File: src/hdl/fpst_pkg.sv
// ----------------------------------------------------------------------------
// Fenwick prefix-sum table package
// Shared widths, request and status codes, and the sequencer state type.
// ----------------------------------------------------------------------------
package fpst_pkg;

	localparam int SIZE_W  = 11;
	localparam int POS_W   = 10;
	localparam int DATA_W  = 32;
	localparam int STAT_W  = 2;
	localparam int WALK_W  = 12;
	localparam int SIZE_RESET = 1024;

	typedef enum logic {
		REQ_ADD   = 1'b0,
		REQ_QUERY = 1'b1
	} req_type_t;

	typedef enum logic [STAT_W-1:0] {
		STAT_OK        = 2'd0,
		STAT_BAD_POS   = 2'd1,
		STAT_BAD_RANGE = 2'd2
	} status_t;

	typedef enum logic [2:0] {
		ST_CLEAR,
		ST_IDLE,
		ST_ADD,
		ST_QUERY,
		ST_DONE
	} seq_state_t;

endpackage

File: src/hdl/fpst_if.sv
// ----------------------------------------------------------------------------
// Fenwick prefix-sum table channels
// Request and response channels with a valid/ready handshake.
// ----------------------------------------------------------------------------
interface fpst_req_if;
	logic                         valid;
	logic                         ready;
	logic                         req_type;
	logic [fpst_pkg::POS_W-1:0]   position;
	logic [fpst_pkg::DATA_W-1:0]  value;
	logic [fpst_pkg::SIZE_W-1:0]  range_left;
	logic [fpst_pkg::SIZE_W-1:0]  range_right;

	modport source (output valid, req_type, position, value, range_left, range_right,
		input ready);
	modport sink (input valid, req_type, position, value, range_left, range_right,
		output ready);
endinterface

interface fpst_rsp_if;
	logic                         valid;
	logic                         ready;
	logic [fpst_pkg::DATA_W-1:0]  range_sum;
	logic [fpst_pkg::STAT_W-1:0]  status;

	modport source (output valid, range_sum, status, input ready);
	modport sink (input valid, range_sum, status, output ready);
endinterface

File: src/hdl/fpst_seq.sv
// ----------------------------------------------------------------------------
// Fenwick prefix-sum table sequencer
// Checks each request, walks the index chains through the cell memory with
// read-modify-write for adds and accumulation for range sums, and holds the
// response register. Also sweeps the memory to zero after reset and on request.
// ----------------------------------------------------------------------------
module fpst_seq #(
	parameter int MAX_CELLS   = 1024,
	parameter int VALUE_WIDTH = 32,
	parameter int ADDR_W      = 10
) (
	input  logic                          clk,
	input  logic                          arst_n,
	input  logic                          clr_start,
	input  logic [fpst_pkg::SIZE_W-1:0]   size,
	fpst_req_if.sink                      req,
	fpst_rsp_if.source                    rsp,
	output logic                          wr_en,
	output logic [ADDR_W-1:0]             wr_addr,
	output logic [VALUE_WIDTH-1:0]        wr_data,
	output logic                          rd_en,
	output logic [ADDR_W-1:0]             rd_addr,
	input  logic [VALUE_WIDTH-1:0]        rd_data
);

	localparam int WW = fpst_pkg::WALK_W;
	localparam logic [ADDR_W-1:0] LAST_ADDR = ADDR_W'(MAX_CELLS - 1);

	fpst_pkg::seq_state_t state_q, state_d;

	logic [WW-1:0]                   idx_q, idx_d;
	logic                            phase_q, phase_d;
	logic [fpst_pkg::SIZE_W-1:0]     left_q, left_d;
	logic [VALUE_WIDTH-1:0]          val_q, val_d;
	logic [VALUE_WIDTH-1:0]          acc_q, acc_d;
	fpst_pkg::status_t               stat_q, stat_d;
	logic [ADDR_W-1:0]               clr_q, clr_d;

	logic                            pending_s1;
	logic                            neg_s1;
	logic [ADDR_W-1:0]               addr_s1;

	logic                            out_valid_q;
	logic [fpst_pkg::DATA_W-1:0]     out_sum_q;
	fpst_pkg::status_t               out_stat_q;

	logic                            issue;
	logic                            slot_free;
	logic                            load_out;
	logic [WW-1:0]                   lsb;
	logic [WW-1:0]                   size_w;
	logic [31:0]                     idx_m1;
	logic                            bad_pos;
	logic                            bad_range;

	assign lsb       = idx_q & (~idx_q + WW'(1));
	assign size_w    = WW'(size);
	assign idx_m1    = 32'(idx_q - WW'(1));
	assign slot_free = !out_valid_q || rsp.ready;
	assign bad_pos   = {1'b0, req.position} >= size;
	assign bad_range = (req.range_left > req.range_right) || (req.range_right > size);

	always_comb begin
		state_d   = state_q;
		idx_d     = idx_q;
		phase_d   = phase_q;
		left_d    = left_q;
		val_d     = val_q;
		acc_d     = acc_q;
		stat_d    = stat_q;
		clr_d     = clr_q;
		issue     = 1'b0;
		load_out  = 1'b0;
		req.ready = 1'b0;
		wr_en     = 1'b0;
		wr_addr   = addr_s1;
		wr_data   = rd_data + val_q;

		if (pending_s1 && state_q == fpst_pkg::ST_QUERY) begin
			acc_d = neg_s1 ? acc_q - rd_data : acc_q + rd_data;
		end

		unique case (state_q)
			fpst_pkg::ST_CLEAR: begin
				wr_en   = 1'b1;
				wr_addr = clr_q;
				wr_data = '0;
				clr_d   = clr_q + ADDR_W'(1);
				if (clr_q == LAST_ADDR) begin
					state_d = fpst_pkg::ST_IDLE;
				end
			end
			fpst_pkg::ST_IDLE: begin
				req.ready = 1'b1;
				if (req.valid) begin
					acc_d   = '0;
					phase_d = 1'b0;
					val_d   = VALUE_WIDTH'(req.value);
					left_d  = req.range_left;
					stat_d  = fpst_pkg::STAT_OK;
					if (req.req_type == fpst_pkg::REQ_ADD) begin
						idx_d = WW'(req.position) + WW'(1);
						if (bad_pos) begin
							stat_d  = fpst_pkg::STAT_BAD_POS;
							state_d = fpst_pkg::ST_DONE;
						end else begin
							state_d = fpst_pkg::ST_ADD;
						end
					end else begin
						idx_d = WW'(req.range_right);
						if (bad_range) begin
							stat_d  = fpst_pkg::STAT_BAD_RANGE;
							state_d = fpst_pkg::ST_DONE;
						end else begin
							state_d = fpst_pkg::ST_QUERY;
						end
					end
				end
			end
			fpst_pkg::ST_ADD: begin
				wr_en = pending_s1;
				issue = idx_q <= size_w;
				if (issue) begin
					idx_d = idx_q + lsb;
				end else if (!pending_s1) begin
					state_d = fpst_pkg::ST_DONE;
				end
			end
			fpst_pkg::ST_QUERY: begin
				issue = idx_q != '0;
				if (issue) begin
					idx_d = idx_q - lsb;
				end else if (!phase_q) begin
					idx_d   = WW'(left_q);
					phase_d = 1'b1;
				end else if (!pending_s1) begin
					state_d = fpst_pkg::ST_DONE;
				end
			end
			fpst_pkg::ST_DONE: begin
				if (slot_free) begin
					load_out = 1'b1;
					state_d  = fpst_pkg::ST_IDLE;
				end
			end
			default: begin
				state_d = fpst_pkg::ST_IDLE;
			end
		endcase

		if (clr_start) begin
			state_d = fpst_pkg::ST_CLEAR;
			clr_d   = '0;
		end
	end

	assign rd_en   = issue;
	assign rd_addr = idx_m1[ADDR_W-1:0];

	always_ff @(posedge clk or negedge arst_n) begin
		if (!arst_n) begin
			state_q     <= fpst_pkg::ST_CLEAR;
			clr_q       <= '0;
			pending_s1  <= 1'b0;
			out_valid_q <= 1'b0;
		end else begin
			state_q    <= state_d;
			clr_q      <= clr_d;
			pending_s1 <= issue;
			if (load_out) begin
				out_valid_q <= 1'b1;
			end else if (rsp.ready) begin
				out_valid_q <= 1'b0;
			end
		end
	end

	always_ff @(posedge clk) begin
		idx_q   <= idx_d;
		phase_q <= phase_d;
		left_q  <= left_d;
		val_q   <= val_d;
		acc_q   <= acc_d;
		stat_q  <= stat_d;
		neg_s1  <= phase_q;
		addr_s1 <= idx_m1[ADDR_W-1:0];
		if (load_out) begin
			out_sum_q  <= fpst_pkg::DATA_W'(acc_q);
			out_stat_q <= stat_q;
		end
	end

	assign rsp.valid     = out_valid_q;
	assign rsp.range_sum = out_sum_q;
	assign rsp.status    = out_stat_q;

endmodule

File: src/flat_wrapper.sv
// flat-port wrapper written by rule: the top's interface ports become plain ports
module fpst_seq_flat 
#(
	parameter int MAX_CELLS   = 1024,
	parameter int VALUE_WIDTH = 32,
	parameter int ADDR_W      = 10
)
  (clk, arst_n, clr_start, size, wr_en, wr_addr, wr_data, rd_en, rd_addr, rd_data, req_valid, req_req_type, req_position, req_value, req_range_left, req_range_right, req_ready, rsp_valid, rsp_range_sum, rsp_status, rsp_ready);
  fpst_req_if req_i ();
  fpst_rsp_if rsp_i ();
  input  logic clk;
  input  logic arst_n;
  input  logic clr_start;
  input  logic [fpst_pkg::SIZE_W-1:0] size;
  output logic wr_en;
  output logic [ADDR_W-1:0] wr_addr;
  output logic [VALUE_WIDTH-1:0] wr_data;
  output logic rd_en;
  output logic [ADDR_W-1:0] rd_addr;
  input  logic [VALUE_WIDTH-1:0] rd_data;
  input wire logic [$bits(req_i.valid)-1:0] req_valid;
  input wire logic [$bits(req_i.req_type)-1:0] req_req_type;
  input wire logic [$bits(req_i.position)-1:0] req_position;
  input wire logic [$bits(req_i.value)-1:0] req_value;
  input wire logic [$bits(req_i.range_left)-1:0] req_range_left;
  input wire logic [$bits(req_i.range_right)-1:0] req_range_right;
  output wire logic [$bits(req_i.ready)-1:0] req_ready;
  output wire logic [$bits(rsp_i.valid)-1:0] rsp_valid;
  output wire logic [$bits(rsp_i.range_sum)-1:0] rsp_range_sum;
  output wire logic [$bits(rsp_i.status)-1:0] rsp_status;
  input wire logic [$bits(rsp_i.ready)-1:0] rsp_ready;
  assign req_i.valid = req_valid;
  assign req_i.req_type = req_req_type;
  assign req_i.position = req_position;
  assign req_i.value = req_value;
  assign req_i.range_left = req_range_left;
  assign req_i.range_right = req_range_right;
  assign req_ready = req_i.ready;
  assign rsp_valid = rsp_i.valid;
  assign rsp_range_sum = rsp_i.range_sum;
  assign rsp_status = rsp_i.status;
  assign rsp_i.ready = rsp_ready;
  fpst_seq #(.MAX_CELLS(MAX_CELLS), .VALUE_WIDTH(VALUE_WIDTH), .ADDR_W(ADDR_W)) u_core (.clk(clk), .arst_n(arst_n), .clr_start(clr_start), .size(size), .req(req_i), .rsp(rsp_i), .wr_en(wr_en), .wr_addr(wr_addr), .wr_data(wr_data), .rd_en(rd_en), .rd_addr(rd_addr), .rd_data(rd_data));
endmodule
File: config.mk
export PLATFORM = sky130hd
export DESIGN_NAME = fpst_seq_flat
export DESIGN_NICKNAME = d
export VERILOG_FILES = /design/src/hdl/fpst_pkg.sv /design/src/hdl/fpst_if.sv /design/src/hdl/fpst_seq.sv /design/src/flat_wrapper.sv
export SDC_FILE = /design/constraint.sdc
export NUM_CORES = 1
export LEC_CHECK = 0
export BUFFER_PORTS_ARGS = -buffer_cell sky130_fd_sc_hd__buf_4
export CORE_UTILIZATION = 50
export DETAILED_ROUTE_END_ITERATION = 16
export HOLD_SLACK_MARGIN = 0.08
export PLACE_DENSITY_LB_ADDON = 0.1
export SYNTH_ARGS = -nofsm -noshare
export SYNTH_HDL_FRONTEND = slang
export SYNTH_SLANG_ARGS = --single-unit
File: constraint.sdc
create_clock -name clk -period 11.6 [get_ports clk]
set_clock_uncertainty 0.15 [all_clocks]
set_input_delay 2.9 -clock clk [delete_from_list [all_inputs] [get_ports clk]]
set_output_delay 2.9 -clock clk [all_outputs]
set_load 0.02 [all_outputs]
==> results by group, run 1 <==
Outcome
  – Outcome: completed

Critical path
  – Worst setup EP type: primary output
  – Crit start category: input port
  – CP arrival: 5950 ps
  – Worst setup path class: input port to primary output
  – CP required: 8550 ps
  – Critical Path Max Stage Delay: 580 ps
  – Kind of cell adding the most delay to the critical path: compound AO/OA/AOI/OAI gates
  – Worst R2R Path Depth: 9
  – R2R Path End: u_core.idx_q[4]
  – Reg2reg setup slack: 7390 ps
  – Critical Path Fanout Max: 5
  – WP buf/inv: 2
  – CP max-delay cell: a2111oi_0
  – Worst R2R Start: u_core.idx_q[0]
  – Crit-path cells: buf_4, ha_1, a211oi_1, o21ai_0, a2111oi_0, a211oi_1, nor2_1, o21ai_1, a221oi_1, mux2i_1, a211o_1, buf_4
  – CP startpoint: rd_data[6]

Synth
  – Ys async rst share: 10.00%
  – Synthesis Warnings: 0
  – Mean Syn Cell Area: 8.855 um^2
  – Seq/Total Area, Yosys: 35.03%
  – Number of synthesized flops with an enable pin: 92
  – Mapped Area: 11,410 um^2
  – Main synth FF type: edfxtp_1
  – Gate Count Post-Synth: 1,289
  – Distinct cell type count after synthesis: 78
  – Flip-flop and latch count after synthesis: 150
  – Syn_nets: 1,520

GRT
  – Antenna violations before repair: 4
  – GRT Util Overall: 26.68%
  – GRT overflow: 0
  – Global-route wire length before repair: 48,890 um
  – Largest net degree at the start of global routing: 64
  – Number of global-route vias before repair: 9,724

Min path
  – Worst hold-check path type: register to register
  – Hold EP: u_core.rsp.status[1]
  – HP Start: u_core.stat_q[1]
  – Hold Path Cell Cnt: 0

Die
  – Core Rows: 54
  – Starting Density: 51.66%
  – Die width: 153.1 um
  – Die height: 153.1 um
  – Total core area: 22,090 um^2
  – Die Area: 23,440 um^2
  – I/O pin count: 203

Clocking
  – CTS Hold Bufs: 0
  – CTS Buf Count: 17
  – Post-CTS Resized: 0
  – Clock transition at the registers of the reported paths: 60 ps
  – H-tree depth: 4
  – CTS max path bufs: 2
  – TritonCTS clock tree: yes
  – Post-CTS Setup Bufs: 0
  – Root buf cell: clkbuf_16
  – Worst-skew pair later-pin latency: 430 ps
  – Clock Sinks: 150

Drt
  – Routed vias: 10,102
  – WL/cell: 17.46 um
  – Antenna-violating nets left: 0
  – Drc violations: 0
  – Vias/cell: 5.698
  – DRT Pass-1 Iters: 5
  – Routed WL: 30,960 um
  – Initial DRC Count: 575

Placed design
  – PortBufs: 202
  – Inst Count DP: 1,738
  – RePlAce Congestion: 0.9218
  – Post-DP HPWL: 24,020 um

Timing
  – Final hold vios: 0
  – Minimum clock period: 8998 ps
  – Top achievable clock speed: 111.1 MHz
  – Max-slew violations: 0
  – TNS Setup: 0 ps
  – Rel. slew slack: 38.59%
  – Setup-failing EPs final: 0
  – Period utilisation layout: 77.57%
  – RSZ-0062 raised after global routing: false
  – Slew @ Worst Pin: 914.1 ps

Layout
  – Synthesis-to-finish area growth: 20.51%
  – Fillers: 1,944
  – Layout cell share with drive strength beyond 1: 17.85%
  – Final Net Count: 1,708
  – Finished Layout Cells: 1,773

Run
  – Max-cap violations: 0

Pwr
  – Power Dens Cells: 167.4 nW/um^2
  – P_leak: 6.040 nW
  – Worst-case vdd ir drop: 0.1041 mV
worst register-to-register path, delay by kind of cell (launching register included):
kind            cells  cell delay, ps
compound gates      1             240
fa+ha+maj           1             300
buf+inv             2             530
simple gates        5            2230
flops               1             520
report_power, final:
part | switching (mW) | internal, mW | leakage [nW]
clock | 0.234 | 0.324 | 0.283
sequential | 0.0805 | 0.670 | 1.40
combinational | 0.573 | 0.421 | 4.36
total | 0.887 | 1.42 | 6.04
cell type report:
cell class	instances	area, um^2	share of cell area [%]
multi-input cells	1039	7008	50.95
well taps	280	350.3	2.547
diodes	3	7.507	0.05458
repair buffers	211	1584	11.52
clock buffers	18	439.2	3.193
clock inverters	14	150.1	1.092
flip-flops and latches	150	3999	29.07
inverters	58	217.7	1.583
cells by family after synthesis:
kind of cell | after synthesis | share of synthesized area (%)
AND/OR/NAND/NOR | 460 | 19.39
AO/OA/AOI/OAI | 347 | 19.90
flip-flops | 150 | 35.03
adder cells (fa/ha/maj) | 118 | 13.07
XOR/XNOR | 104 | 7.980
buffers and inverters | 100 | 3.617
multiplexers | 10 | 1.019
registers in the layout, summed over array words and instances, names as in the netlist:
signal                flops
u_core.pending_s1         1
u_core.neg_s1             1
u_core.phase_q            1
u_core.addr_s1           10
u_core.stat_q             2
u_core.clr_q             10
u_core.state_q            3
u_core.idx_q             12
u_core.rsp.range_sum     32
u_core.val_q             32
u_core.left_q            11
u_core.acc_q             32
u_core.rsp.status         2
u_core.rsp.valid          1
per-stage QoR:
step	cell area [um^2]	hold WS [ps]	setup WS [ps]	util, %	power (mW)
floorplan	11410	221.6	3258	-	1.452
global placement	13160	254.3	2495	59.56	1.730
detailed placement	13160	256.3	2595	59.56	1.742
CTS	13750	271.0	2577	62.23	2.309
global route	13750	274.5	2301	62.24	2.454
finish	13760	270.8	2602	62.26	2.302
cell usage after synthesis, types with 32 or more instances:
| master | number | area share (%) |
|---|---|---|
| o21ai_0 | 71 | 3.1 |
| edfxtp_1 | 92 | 24 |
| a21oi_1 | 99 | 4.3 |
| xor2_1 | 37 | 2.8 |
| inv_1 | 58 | 1.9 |
| clkbuf_1 | 32 | 1.1 |
| nor3_1 | 32 | 1.4 |
| nand2_1 | 157 | 5.2 |
| a21o_1 | 46 | 3.0 |
| nor2_1 | 110 | 3.6 |
| dfxtp_1 | 43 | 7.5 |
| xnor2_1 | 67 | 5.1 |
| ha_1 | 116 | 13 |
layout by cell type, fill, tap and decap left out, drive strengths merged, types with 11 or more instances in the layout:
master and n:
buf 211, nand2 157, ha 116, nor2 111, a21oi 99, edfxtp 92
o21ai 75, xnor2 67, inv 61, a21o 46, dfxtp 43, xor2 37
nor3 32, nand3 24, nand4 23, nor2b 22, a211oi 19, o21a 18
nand2b 18, clkbuf 18, dfrtp 15, and3 12, or3 11, a31oi 11
a221oi 11
worst max path at each step:
stage / slack, ps / end / cells past startpoint
after floorplan: 3260 / wr_data[28] / 12
after global placement: 2500 / wr_data[31] / 12
after detailed placement: 2590 / wr_data[31] / 12
after CTS: 2580 / wr_data[31] / 12
after global routing: 2300 / wr_data[31] / 12
final: 2600 / wr_data[31] / 12
routing by layer:
| metal | track usage [%] | share of wire [%] | vias to the layer above |
|---|---|---|---|
| li1 | - | - | 5086 |
| met1 | 32.10 | 42 | 4661 |
| met2 | 46.64 | 50 | 288 |
| met3 | 4.877 | 5.3 | 65 |
| met4 | 11.30 | 3.2 | 2 |
| met5 | 0 | 0.045 | - |
No activity file was read; power rests on OpenSTA's default activity.
==> run 2: changes to the inputs <==
ABC_AREA = 1   (was default)
clock period = 7.9 ns   (was 11.6 ns; I/O delays follow)
==> run 2 against run 1 <==
Worst setup slack got worse by 750 ps; first-iteration DRC count is 42% higher; synthesized area grew 7.4%; via count rose by 20%; register-to-register slack got worse by 3400 ps; sequential power up 10%; non-clock buffer count shrank 6; clock power is 43% higher; largest power group is now registers.
==> results by group, run 2 <==
Outcome
  – Outcome: completed

Die
  – Die Area: 25,150 um^2
  – Starting Density: 51.62%
  – I/O pin count: 203
  – Die height: 158.6 um
  – Core Rows: 56
  – Die width: 158.6 um
  – Total core area: 23,750 um^2

Synth
  – Area leader, netlist: edfxtp_1
  – Number of synthesized flops with an enable pin: 92
  – Top cells by area, synth: edfxtp_1 (23%), nand2_1 (12%), ha_1 (12%)
  – Synthesis Warnings: 0
  – Post-synth top area share: 22.53%
  – Most instantiated cells after synthesis: nand2_1 (388), inv_1 (223), nor2_1 (180), a21oi_1 (149), nand3_1 (124)
  – Flip-flop and latch count after synthesis: 150
  – Syn_nets: 1,938
  – Seq/Total Area, Yosys: 32.61%
  – Count leader, synth: nand2_1
  – Mean Syn Cell Area: 7.183 um^2
  – Area share of fa/ha/maj cells after synthesis: 12.16%
  – Simple logic cell fraction of the synthesized area: 28.33%
  – Mapped Area: 12,260 um^2
  – Compound-cell area share of the yosys netlist: 15.31%
  – Ys async rst share: 10.00%
  – Mux contribution to synthesized area: 0%
  – Distinct cell type count after synthesis: 56
  – Main synth FF type: edfxtp_1
  – Post-synthesis xor/xnor area fraction: 3.500%
  – Largest family of logic cells by synthesized area: simple AND/OR/NAND/NOR gates
  – Gate Count Post-Synth: 1,707

Clocking
  – Post-CTS Setup Bufs: 0
  – TritonCTS clock tree: yes
  – Post-CTS Resized: 0
  – CTS Buf Count: 17
  – Clock transition at the registers of the reported paths: 70 ps
  – CTS Hold Bufs: 0
  – Worst-skew pair later-pin latency: 440 ps
  – Clock Sinks: 150
  – H-tree depth: 4
  – Root buf cell: clkbuf_16
  – CTS max path bufs: 2

Drt
  – Routed WL: 37,650 um
  – Vias/cell: 5.436
  – Routed vias: 12,171
  – WL/cell: 16.82 um
  – DRT Pass-1 Iters: 5
  – Initial DRC Count: 815
  – Drc violations: 0
  – Antenna-violating nets left: 0

Pwr
  – P_leak: 7.206 nW
  – Switching share of power: 27.83%
  – Worst-case vdd ir drop: 0.1226 mV
  – Gate power share: 13.8%
  – Power Dens Cells: 128.7 nW/um^2
  – Clock power frac: 42.3%
  – NetSw: 0.5253 mW
  – Sequential Power Share: 43.9%
  – P_int: 1.362 mW
  – Final total power: 1.888 mW

Critical path
  – Worst setup path class: input port to primary output
  – CP required: 5780 ps
  – Most frequent CP cell: nand2_1
  – Critical Path Max Stage Delay: 360 ps
  – CP arrival: 3930 ps
  – CP max-delay cell: fa_1
  – Worst setup EP type: primary output
  – Kind of cell adding the most delay to the critical path: simple AND/OR/NAND/NOR gates
  – Crit start category: input port
  – Critical Path Fanout Max: 5
  – WP buf/inv: 4
  – Crit-path cells: buf_4, ha_1, inv_1, fa_1, inv_1, nand3_1, nand2_1, nand2_1, nand2_1, nand3_1, nand2_1, nand3_1, nand3_1, nand2_1, nor2_1, buf_4

Placed design
  – Post-DP HPWL: 30,340 um
  – PortBufs: 202
  – RePlAce Congestion: 0.9433
  – Placed Area: 14,100 um^2

GRT
  – Number of global-route vias before repair: 11,541
  – GRT Util Overall: 30.58%
  – GRT overflow: 0
  – Largest net degree at the start of global routing: 61
  – Global-route wire length before repair: 58,590 um
  – Antenna violations before repair: 0

Timing
  – TNS Setup: 0 ps
  – Hold slack: 284.5 ps
  – Setup-failing EPs final: 0
  – Final hold vios: 0
  – Period utilisation layout: 76.62%
  – Rel. slew slack: 27.02%
  – Minimum clock period: 6053 ps
  – Slew @ Worst Pin: 1092 ps
  – Top achievable clock speed: 165.2 MHz
  – Max-slew violations: 0
  – RSZ-0062 raised after global routing: false

Run
  – Max-cap violations: 0

Layout
  – Commonest non-fill, non-tap cell in the layout: nand2_1
  – Post-route cell area: 14,660 um^2
  – Most frequent cells in the layout: nand2_1 (388), inv_1 (223), buf_4 (205)
  – ANT cells: 0
  – Layout cell share with drive strength beyond 1: 15.63%
  – Synthesis-to-finish area growth: 19.59%
  – Final Net Count: 2,138

Min path
  – Worst hold-check path type: register to register
-- run 2: worst register-to-register path, cell delays in order, from the launching register on --
cell and delay [ps]:
dfxtp_1 810, inv_1 430, nand2_1 320, o21a_1 220, o21ai_0 120, xor2_1 200
inv_1 60, ha_1 410, nand2_1 120, nor2_1 210, nand2_1 130, nor3_1 180
nand2_1 140, nand3_1 110, nand3_1 80, nand2_1 90, inv_1 40
-- run 2: path summary, 6_finish.rpt --
check | startpoint | endpoint | slack (ps) | cells past startpoint
min in group asynchronous | arst_n | u_core.clr_q[5] | 1230 | 1
min | u_core.stat_q[1] | u_core.rsp.status[1] | 280 | 0
max reg2reg | u_core.neg_s1 | u_core.acc_q[27] | 3980 | 16
min reg2reg | u_core.stat_q[1] | u_core.rsp.status[1] | 280 | 0
max | rd_data[0] | wr_data[30] | 1850 | 16
max in group asynchronous | arst_n | u_core.state_q[2] | 6180 | 1
-- run 2: layout make-up --
class,instances,area (um^2)
fill,2272,9089
clock inverter,13,106.4
clock buffer,19,454.2
multi-input combinational,1299,7288
sequential,150,3999
timing repair buffer,205,1539
tap,319,399.1
inverter,234,878.3
-- run 2: cell families after synthesis --
logic type,Yosys count
and+or+nand+nor,792
DFF,150
adders and majority gates,118
buffers and inverters,258
AOI/OAI and AO/OA,340
xor gates and xnor gates,49
-- run 2: metal layers --
layer | up-vias | global-route usage, % | wire, um
li1 | 6116 | - | -
met1 | 5555 | 35.53 | 15250
met2 | 406 | 54.34 | 18680
met3 | 94 | 4.545 | 2032
met4 | 0 | 15.80 | 1690
met5 | - | 0 | 0
-- run 2: per-stage QoR --
stage / instances / setup slack (ps) / utilization, %
after global routing: 2239 / 1530 / 61.74
after detailed placement: 2207 / 1846 / 59.38
after CTS: 2239 / 1835 / 61.74
final: 2239 / 1847 / 61.74
after floorplan: 1707 / 2175 / -
after global placement: 2207 / 1895 / 59.38
-- run 2: power groups by stage --
stage	logic, mW	clock network, mW	registers, mW
after detailed placement	0.255	0	0.847
after global placement	0.252	0	0.847
after floorplan	0.144	0	0.847
after global routing	0.289	0.836	0.829
after CTS	0.258	0.806	0.829
final	0.260	0.799	0.829
